--- config.mk ---
export PLATFORM = sky130hd
export DESIGN_NAME = multi_slot_countdown_timer
export DESIGN_NICKNAME = d
export VERILOG_FILES = /design/src/hw/rtl/tmr_pkg.sv /design/src/hw/rtl/multi_slot_countdown_timer.sv /design/src/hw/rtl/tmr_cell.sv
export SDC_FILE = /design/constraint.sdc
export NUM_CORES = 1
export LEC_CHECK = 0
export BUFFER_PORTS_ARGS = -buffer_cell sky130_fd_sc_hd__buf_2
export CAP_MARGIN = 20
export CORE_MARGIN = 2
export CORE_UTILIZATION = 45
export CTS_BUF_LIST = sky130_fd_sc_hd__clkbuf_16
export DETAILED_ROUTE_END_ITERATION = 12
export GPL_ROUTABILITY_DRIVEN = 0
export PLACE_DENSITY_LB_ADDON = 0.2
export SYNTH_ARGS = -nofsm -noshare
export SYNTH_HDL_FRONTEND = slang
export SYNTH_SLANG_ARGS = --single-unit
--- constraint.sdc ---
create_clock -name clk -period 6.5 [get_ports clk]
set_input_delay 0.325 -clock clk [delete_from_list [all_inputs] [get_ports clk]]
set_output_delay 0.325 -clock clk [all_outputs]
set_load 0.01 [all_outputs]
--- src/hw/rtl/tmr_pkg.sv ---
`default_nettype none

package tmr_pkg;

  localparam int NUM_SLOTS_DEF  = 16;
  localparam int COUNT_BITS_DEF = 16;
  localparam int SLOT_FIELD     = 16;  // slot, slot_id and fired_mask cover 16 slots

  typedef enum logic [1:0] {
    OP_ADD    = 2'd0,
    OP_CANCEL = 2'd1,
    OP_REAP   = 2'd2,
    OP_TICK   = 2'd3
  } op_t;

  typedef enum logic [2:0] {
    ST_OK       = 3'd0,
    ST_NOSPACE  = 3'd1,
    ST_INVALID  = 3'd2,
    ST_CANCELED = 3'd3,
    ST_EXPIRED  = 3'd4,
    ST_RUNNING  = 3'd5
  } status_t;

  typedef enum logic [1:0] {
    MODE_RUNNING  = 2'd1,
    MODE_CANCELED = 2'd2,
    MODE_EXPIRED  = 2'd3
  } mode_t;

  // Request broadcast to every cell
  typedef struct packed {
    logic valid;
    op_t  op;
  } cell_cmd_t;

  // What a cell shows of its slot
  typedef struct packed {
    logic  used;
    mode_t mode;
  } cell_view_t;

endpackage

`default_nettype wire

--- src/hw/rtl/multi_slot_countdown_timer.sv ---
`default_nettype none

// Countdown timer table with one cell per slot. A request is taken whenever
// start is high (busy never rises), so one request per clock is accepted, and
// its single result appears with out_valid for one cycle on the clock after
// acceptance; the receiver cannot stall it. Every cell updates at that clock:
// add takes the lowest free slot through a claim signal that ripples from cell
// to cell, tick expires running slots at count one or zero and decrements the
// others. Only the first min(NUM_SLOTS,16) slots are built.

module multi_slot_countdown_timer #(
  parameter int NUM_SLOTS  = tmr_pkg::NUM_SLOTS_DEF,
  parameter int COUNT_BITS = tmr_pkg::COUNT_BITS_DEF
) (
  input  wire logic        clk,
  input  wire logic        rst_n,
  input  wire logic        start,
  output logic             busy,
  input  wire logic [1:0]  in_op,
  input  wire logic [15:0] in_seconds,
  input  wire logic [3:0]  in_slot_id,
  output logic             out_valid,
  output logic [2:0]       out_status,
  output logic [3:0]       out_slot,
  output logic [15:0]      out_fired_mask
);

  localparam int ACTIVE = (NUM_SLOTS < tmr_pkg::SLOT_FIELD) ? NUM_SLOTS
                                                             : tmr_pkg::SLOT_FIELD;

  tmr_pkg::cell_cmd_t    cmd;
  logic [31:0]           secs_ext;
  logic [COUNT_BITS-1:0] load;
  logic [ACTIVE:0]       claim;
  logic [ACTIVE-1:0]     grant;
  logic [ACTIVE-1:0]     fired;
  tmr_pkg::cell_view_t   view [ACTIVE];
  tmr_pkg::cell_view_t   sel_view;
  logic                  id_ok;
  logic [3:0]            grant_idx;
  logic [15:0]           fired_all;
  tmr_pkg::status_t      status;

  logic                  out_valid_r;
  logic [2:0]            status_r;
  logic [3:0]            slot_r;
  logic [15:0]           mask_r;

  assign busy      = 1'b0;
  assign cmd.valid = start && !busy;
  assign cmd.op    = tmr_pkg::op_t'(in_op);

  // Saturate the load at the count width
  assign secs_ext = 32'(in_seconds);
  assign load     = ((secs_ext >> COUNT_BITS) != 32'd0) ? '1 : secs_ext[COUNT_BITS-1:0];

  assign claim[0] = 1'b0;

  for (genvar g = 0; g < ACTIVE; g++) begin : g_cell
    tmr_cell #(
      .COUNT_BITS(COUNT_BITS)
    ) u_cell (
      .clk       (clk),
      .rst_n     (rst_n),
      .cmd       (cmd),
      .sel       (in_slot_id == 4'(g)),
      .load      (load),
      .claim_in  (claim[g]),
      .claim_out (claim[g+1]),
      .grant     (grant[g]),
      .view      (view[g]),
      .fired     (fired[g])
    );
  end

  assign id_ok = {1'b0, in_slot_id} < 5'(ACTIVE);

  always_comb begin
    sel_view  = '0;
    grant_idx = '0;
    fired_all = '0;
    for (int i = 0; i < ACTIVE; i++) begin
      if (in_slot_id == 4'(i)) begin
        sel_view = view[i];
      end
      if (grant[i]) begin
        grant_idx = grant_idx | 4'(i);
      end
      fired_all[i] = fired[i];
    end
  end

  always_comb begin
    status = tmr_pkg::ST_OK;
    unique case (cmd.op)
      tmr_pkg::OP_ADD: begin
        if (!claim[ACTIVE]) begin
          status = tmr_pkg::ST_NOSPACE;
        end
      end
      tmr_pkg::OP_CANCEL: begin
        priority if (!id_ok || !sel_view.used) begin
          status = tmr_pkg::ST_INVALID;
        end else if (sel_view.mode == tmr_pkg::MODE_CANCELED) begin
          status = tmr_pkg::ST_CANCELED;
        end else if (sel_view.mode == tmr_pkg::MODE_EXPIRED) begin
          status = tmr_pkg::ST_EXPIRED;
        end else begin
          status = tmr_pkg::ST_OK;
        end
      end
      tmr_pkg::OP_REAP: begin
        priority if (!id_ok || !sel_view.used) begin
          status = tmr_pkg::ST_INVALID;
        end else if (sel_view.mode == tmr_pkg::MODE_RUNNING) begin
          status = tmr_pkg::ST_RUNNING;
        end else begin
          status = tmr_pkg::ST_OK;
        end
      end
      tmr_pkg::OP_TICK: begin
        status = tmr_pkg::ST_OK;
      end
      default: begin
      end
    endcase
  end

  always_ff @(posedge clk) begin
    if (!rst_n) begin
      out_valid_r <= 1'b0;
    end else begin
      out_valid_r <= cmd.valid;
    end
    status_r <= status;
    slot_r   <= grant_idx;
    mask_r   <= fired_all;
  end

  assign out_valid      = out_valid_r;
  assign out_status     = status_r;
  assign out_slot       = slot_r;
  assign out_fired_mask = mask_r;

endmodule

`default_nettype wire

--- src/hw/rtl/tmr_cell.sv ---
`default_nettype none

module tmr_cell #(
  parameter int COUNT_BITS = tmr_pkg::COUNT_BITS_DEF
) (
  input  wire logic                  clk,
  input  wire logic                  rst_n,
  input  wire tmr_pkg::cell_cmd_t    cmd,
  input  wire logic                  sel,
  input  wire logic [COUNT_BITS-1:0] load,
  input  wire logic                  claim_in,
  output logic                       claim_out,
  output logic                       grant,
  output tmr_pkg::cell_view_t        view,
  output logic                       fired
);

  logic                  used_r, used_nxt;
  tmr_pkg::mode_t        mode_r, mode_nxt;
  logic [COUNT_BITS-1:0] count_r, count_nxt;
  logic                  running;

  assign running   = used_r && (mode_r == tmr_pkg::MODE_RUNNING);
  // A free cell raises the claim, so no cell further up the row grants
  assign claim_out = claim_in || !used_r;
  assign grant     = cmd.valid && (cmd.op == tmr_pkg::OP_ADD) && !claim_in && !used_r;
  assign fired     = cmd.valid && (cmd.op == tmr_pkg::OP_TICK) && running &&
                     (count_r <= COUNT_BITS'(1));

  assign view.used = used_r;
  assign view.mode = mode_r;

  always_comb begin
    used_nxt  = used_r;
    mode_nxt  = mode_r;
    count_nxt = count_r;
    if (cmd.valid) begin
      unique case (cmd.op)
        tmr_pkg::OP_ADD: begin
          if (grant) begin
            used_nxt  = 1'b1;
            mode_nxt  = tmr_pkg::MODE_RUNNING;
            count_nxt = load;
          end
        end
        tmr_pkg::OP_CANCEL: begin
          if (sel && running) begin
            mode_nxt = tmr_pkg::MODE_CANCELED;
          end
        end
        tmr_pkg::OP_REAP: begin
          if (sel && used_r && !running) begin
            used_nxt = 1'b0;
          end
        end
        tmr_pkg::OP_TICK: begin
          if (fired) begin
            mode_nxt = tmr_pkg::MODE_EXPIRED;
          end else if (running) begin
            count_nxt = count_r - COUNT_BITS'(1);
          end
        end
        default: begin
        end
      endcase
    end
  end

  always_ff @(posedge clk) begin
    if (!rst_n) begin
      used_r <= 1'b0;
    end else begin
      used_r <= used_nxt;
    end
    mode_r  <= mode_nxt;
    count_r <= count_nxt;
  end

endmodule

`default_nettype wire

==> results.tsv, run 1 <==
stage	metric	value	unit
placement	io_buffers	48	
routing	drt_iter0_drc	1338	
power_and_ir_drop	clkPwrFrac	43.8	%
cells_and_area	area_growth	11.86	%
global_routing	grt_antenna_before_repair	1	
cts	clk_pin_slew	0.06	ns
routing	routed_wl	47930	µm
floorplan	die_w	201.3	µm
floorplan	die_y	201.3	µm
sta	setup_viol	0	
power_and_ir_drop	p_leak	6.219	nW
min_path	holdPathStages	2	
power_and_ir_drop	power_switching	1.046	mW
synthesis	ys_ff_latch	328	
critical_path	reg2regPathDepth	5	
cts	clock_path_buffers	3	
sta	rsz0062_at_grt	false	
routing	viasPerCell	5.835	
synthesis	synth_edf_count	288	
cts	cts_sinks	328	
cts	cts_made_buffers	37	
critical_path	regToRegSetupSlack	3.75	ns
critical_path	end_kind	register	
critical_path	worstPathRequired	6.65	ns
floorplan	core-area	38560	µm²
routing	drc	0	
global_routing	grt_max_degree	54	
synthesis	syn-cell-area	17520	µm²
synthesis	syn-instance-count	1688	
routing	drt_pre_antenna_iters	5	
sta	fin_crit_sh	42.32	%
cts	cts_root_buf	clkbuf_16	
sta	hold_violations	0	
sta	fin_skew	0.02088	ns
synthesis	yosys_warnings	0	
routing	drtAntennaViolNets	0	
cts	ctsHoldBuffers	0	
power_and_ir_drop	swShare	22.85	%
cts	ctsResizeCount	0	
critical_path	cp_max_fo	16	
power_and_ir_drop	vdd_ir_drop_max	124.3	µV
routing	vias	13250	
cts	clk_latency	0.54	ns
sta	worst_slew_pin_slew	1.050	ns
cells_and_area	num_antenna_cells	0	
cts	cts_tree	yes	
sta	slew_headroom	29.95	%
floorplan	placementRows	72	
floorplan	io_pins	50	
synthesis	ys_async_sr_fraction	0	%
sta	maxSlewViolCount	0	
cells_and_area	layout_common_cells	edfxtp_1, a21oi_1, nor2_1	
cts	htree_levels	2	
power_and_ir_drop	powerDensity	233.6	nW/µm²
critical_path	max_stage_delay	0.70	ns
sta	timing.hold.ws	0.2143	ns
status	status	finished clean	
critical_path	critPathKind	register to register	
placement	place.detailed.hpwl	30160	µm
synthesis	ys_seq_area_share	53.94	%
global_routing	grt_pass1_vias	12780	
sta	min_period	2.751	ns
routing	routedWlPerCell	21.11	µm
power_and_ir_drop	power_report.internal_total	3.532	mW
critical_path	slowest_stage	and3_1	
critical_path	path_cells	nand4_1 -> nor3_1 -> nand2b_1 -> o22ai_1 -> and3_1	
cells_and_area	drive_gt1_share	9.869	%
power_and_ir_drop	combPwrFrac	5.7	%
synthesis	synth.distinct_cells	65	
critical_path	crit_arrival	2.90	ns
power_and_ir_drop	seqPwrFrac	50.5	%
floorplan	start_util	45.43	%
cts	postCtsSetupBuffers	0	
synthesis	synth_nets	1745	
sta	timing.setup.tns	0	ns
synthesis	syn_avg_cell_area	10.38	µm²
run	cap_viol_max_count	0	
critical_path	start_kind	register	
cells_and_area	final_common_cell	edfxtp_1	
min_path	worstHoldPathType	input port to register	
sta	fmax	363.6	MHz
power_and_ir_drop	total_power	4.578	mW
cells_and_area	fillers	3565	
floorplan	dieArea	40520	µm²
global_routing	grt_usage	23.47	%
global_routing	grt_pass1_wl	74310	µm
cells_and_area	final_nets	1782	
global_routing	grt_overflow_total	0	
synthesis	synth-main-ff-cell	edfxtp_1	
[cell type report]
cell class | instances | area (µm²) | share of cell area (%)
clock buffers | 39 | 975.9 | 4.981
flip-flops and latches | 328 | 9449 | 48.22
inverters | 45 | 168.9 | 0.8621
repair buffers | 74 | 435.4 | 2.222
clock inverters | 28 | 166.4 | 0.8493
multi-input cells | 1239 | 7750 | 39.55
well taps | 518 | 648.1 | 3.308
[Yosys cell counts (36+ instances only)]
library cell	number	area share [%]
a21oi_1	249	7.1
clkbuf_1	62	1.3
dfxtp_1	40	4.6
edfxtp_1	288	49
inv_1	44	0.94
nand2_1	111	2.4
nand3_1	36	1.0
nor2_1	158	3.4
nor3_1	114	3.3
or3_1	39	1.4
xnor2_1	140	7.0
xor2_1	65	3.3
[worst paths after layout]
kind	start	endpoint
hold reg to reg	g_cell[1].u_cell.count_r[14]	out_fired_mask[1]
hold / removal	start	out_valid
setup / recovery	g_cell[2].u_cell.used_r	g_cell[9].u_cell.count_r[5]
setup reg to reg	g_cell[2].u_cell.used_r	g_cell[9].u_cell.count_r[5]
[metrics by stage]
step / area [µm²] / utilization (%) / setup slack, ns / instances
3_5_place_dp: 18450 / 47.86 / 3.232 / 2204
5_1_grt: 19590 / 50.82 / 3.485 / 2271
2_1_floorplan: 17520 / - / 3.058 / 1688
3_3_place_gp: 18450 / 47.86 / 3.249 / 2204
6_report: 19590 / 50.82 / 3.749 / 2271
4_1_cts: 19590 / 50.82 / 3.759 / 2271
[sequential cells by signal (all words and copies together) (netlist names)]
register,count
g_cell.u_cell.count_r,256
g_cell.u_cell.mode_r,32
g_cell.u_cell.used_r,16
out_fired_mask,16
out_slot,4
out_status,3
out_valid,1
[critical path: cells and delay by family, from the launching register on]
| family | cells | cell delay (ns) |
|---|---|---|
| AND/OR/NAND/NOR | 4 | 1.64 |
| flip-flops | 1 | 0.54 |
| AO/OA/AOI/OAI | 1 | 0.18 |
[per-layer routing]
layer	wire, µm	track usage [%]
met1	21410	33.02
met2	22380	37.67
met3	2910	3.337
met4	1230	7.300
met5	0	0
[power groups by stage]
stage	Clock, mW	Sequential (mW)	Combinational (mW)
detailed placement	0	2.36	0.262
CTS	2.03	2.31	0.263
global route	2.11	2.31	0.282
finish	2.00	2.31	0.261
floorplan	0	2.36	0.150
global placement	0	2.36	0.257
[cells by family (layout without fill, tap and decap cells)]
logic type,Yosys count,after routing,synth area share [%]
and+or+nand+nor,614,614,17.89
muxes,14,14,0.9429
other,1,1,0.02141
buffers and inverters,121,186,2.671
xor gates and xnor gates,205,205,10.25
adders and majority gates,32,32,2.286
DFF,328,328,53.94
AOI/OAI and AO/OA,373,373,11.99
Note: power is estimated with default switching activity, not from simulation.
==> run 2, diff against run 1 <==
Settings changed: ABC_AREA set to 1.
Clock period 6.5 ns to 2.4 ns, I/O delays scaled along.
==> results.tsv, run 2 <==
stage	metric	value	unit	change
status	status	finished clean		
sta	fin_skew	0.01930	ns	-0.001581 ns
synthesis	syn-cell-area	18850	µm²	+7.6%
cells_and_area	layout_common_cells	nand2_1, inv_1, nor2_1		
synthesis	ys_async_sr_fraction	0	%	unchanged
sta	timing.hold.ws	0.04613	ns	-0.1681 ns
critical_path	cp_max_fo	8		-8
critical_path	worstPathRequired	2.68	ns	-3.97 ns
synthesis	synth_area_leaders	edfxtp_1, nand2_1, inv_1		
floorplan	die_w	208.6	µm	+3.7%
critical_path	slowest_stage	dfxtp_2		
sta	slew_headroom	58.70	%	+29 points
sta	fin_crit_sh	99.41	%	+57 points
critical_path	critPathKind	register to register		
routing	drt_iter0_drc	1343		+0.37%
routing	routed_wl	54890	µm	+15%
synthesis	yosys_warnings	0		unchanged
critical_path	path_buf_inv	2		+2
synthesis	synth_edf_count	288		unchanged
routing	drc	0		unchanged
sta	hold_violations	0		unchanged
min_path	holdPathStages	4		+2
global_routing	grt_usage	25.03	%	+1.6 points
synthesis	yosys-top-cells-count	nand2_1, inv_1, nor2_1, edfxtp_1, o21ai_0		
floorplan	core-area	41110	µm²	+6.6%
global_routing	grt_antenna_before_repair	1		unchanged
cells_and_area	fillers	3803		+6.7%
synthesis	synth.distinct_cells	52		-20%
global_routing	grt_pass1_vias	15300		+20%
cts	cts_tree	yes		
sta	maxSlewViolCount	0		unchanged
cts	cts_made_buffers	39		+5.4%
global_routing	grt_max_degree	136		+150%
sta	min_period	2.386	ns	-0.3648 ns
synthesis	synth_top_area_cell	edfxtp_1		
critical_path	end_kind	register		
run	cap_viol_max_count	0		unchanged
cells_and_area	reg.largest.list	g_cell.u_cell.count_r: 256 flops, g_cell.u_cell.mode_r: 32 flops		
min_path	worstHoldPathType	input port to register		
power_and_ir_drop	vdd_ir_drop_max	469.7	µV	+280%
global_routing	grt_overflow_total	0		unchanged
sta	worst_slew_pin_slew	0.6139	ns	-0.4357 ns
critical_path	start_kind	register		
floorplan	dieArea	43530	µm²	+7.4%
synthesis	ys_seq_area_share	50.14	%	-3.8 points
cts	clock_path_buffers	3		unchanged
placement	io_buffers	48		unchanged
cells_and_area	num_antenna_cells	0		unchanged
cells_and_area	largest_reg_flops	256		unchanged
synthesis	synth_most_common_cell	nand2_1		
routing	viasPerCell	5.393		-7.6%
cts	cts_sinks	328		unchanged
cells_and_area	final_nets	2516		+41%
cells_and_area	drive_gt1_share	11.50	%	+1.6 points
synthesis	syn_avg_cell_area	8.141	µm²	-22%
critical_path	max_stage_delay	0.33	ns	-0.37 ns
cts	clk_latency	0.56	ns	+0.02 ns
routing	routedWlPerCell	18.18	µm	-14%
sta	rsz0062_at_grt	true		
global_routing	grt_pass1_wl	84590	µm	+14%
floorplan	io_pins	50		unchanged
sta	fmax	419.2	MHz	+15%
critical_path	cp.depth	12		+7
critical_path	path_cells	inv_2 -> nor3_4 -> nand4_4 -> nor2_4 -> nand2_2 -> nor2_4 -> nand3_4 -> nor2_4 -> nand3_2 -> nand3_2 -> nor3b_4 -> clkbuf_16		
critical_path	crit_family	simple AND/OR/NAND/NOR gates		
floorplan	die_y	208.6	µm	+3.7%
synthesis	synth_nets	2372		+36%
synthesis	syn-instance-count	2315		+37%
critical_path	crit_arrival	2.66	ns	-0.24 ns
power_and_ir_drop	powerDensity	635.6	nW/µm²	+170%
synthesis	synth_top_area_share	45.89	%	-3.5 points
synthesis	ys_ff_latch	328		unchanged
floorplan	placementRows	74		+2.8%
routing	drt_pre_antenna_iters	5		unchanged
sta	setup_viol	0		unchanged
critical_path	path_common_cell	nor2_4		
cts	cts_root_buf	clkbuf_16		
cts	clk_pin_slew	0.06	ns	about the same
routing	drtAntennaViolNets	0		unchanged
power_and_ir_drop	total_power	14.08	mW	+210%
floorplan	start_util	45.84	%	+0.41 points
synthesis	synth-main-ff-cell	edfxtp_1		
placement	place.detailed.hpwl	35420	µm	+17%
power_and_ir_drop	p_leak	9.207	nW	+48%
cells_and_area	area_growth	17.54	%	
cells_and_area	largest_register	g_cell.u_cell.count_r		
routing	vias	16290		+23%
cts	htree_levels	2		unchanged
critical_path	regToRegSetupSlack	0.01	ns	-3.74 ns
cells_and_area	final_common_cell	nand2_1		
critical_path	reg2regPathDepth	12		+7
[run 2: changes by cell type after synthesis, sizes merged, moves of 21 or more]
cell    delta
nand2    +351
inv      +316
o21ai    +218
nor2     +199
a21oi    -186
xnor2    -108
nand3     +57
or3       -41
nor3      -37
clkbuf    -21
[run 2: stage by stage]
stage	setup slack, ns	utilization, %	area, µm²	setup TNS, ns	cells
floorplan	-0.03481	-	18950	-0.7520	2315
global placement	0.1014	50.20	20640	0	2943
detailed placement	0.06009	50.20	20640	0	2943
CTS	0.03461	53.33	21920	0	3014
global route	-0.06120	53.88	22150	-1.261	3020
finish	0.01428	53.88	22150	0	3020
[run 2: per-layer routing]
metal | GRT usage (%) | wire, µm
met1 | 33.44 | 24150
met3 | 4.103 | 3539
met2 | 41.14 | 25180
met5 | 0 | 0
met4 | 9.286 | 2027
[run 2: path summary, 6_finish.rpt]
kind,end,start
max,g_cell[13].u_cell.count_r[15],g_cell[2].u_cell.used_r
min,out_valid,start
max reg2reg,g_cell[13].u_cell.count_r[15],g_cell[2].u_cell.used_r
min reg2reg,g_cell[14].u_cell.used_r,g_cell[14].u_cell.used_r
[run 2: repair_timing]
action	in CTS	in global routing
buffers inserted	0	4
hold buffers	1	0
setup endpoints to repair	0	107
resized for setup	0	33
hold endpoints to repair	5	0
[run 2: kinds of logic after synthesis]
| group | share of synthesized area (%) |
|---|---|
| AND/OR/NAND/NOR | 24.52 |
| buffers and inverters | 8.432 |
| AO/OA/AOI/OAI | 10.86 |
| flip-flops | 50.14 |
| XOR/XNOR | 3.904 |
| adder cells (fa/ha/maj) | 2.125 |
| other | 0.01990 |
[run 2: worst register-to-register path: stages (launching register included)]
cell and delay [ns]:
dfxtp_2 0.33, inv_2 0.05, nor3_4 0.26, nand4_4 0.13
nor2_4 0.15, nand2_2 0.10, nor2_4 0.13, nand3_4 0.10
nor2_4 0.12, nand3_2 0.10, nand3_2 0.11, nor3b_4 0.31
clkbuf_16 0.22
[run 2: area by class of cell]
type	instances	area [µm²]	share of cell area, %
sequential	328	9454	42.68
inverter	361	1361	6.146
multi-input combinational	1568	8068	36.42
tap	532	665.6	3.005
timing repair buffer	161	1326	5.987
clock inverter	28	225.2	1.017
clock buffer	42	1051	4.745
[run 2: where the power goes]
part | switching [mW] | total [mW] | internal (mW)
Clock | 2.43 | 6.01 | 3.57
Sequential | 0.171 | 6.70 | 6.53
Combinational | 0.942 | 1.38 | 0.435
Total | 3.55 | 14.1 | 10.5
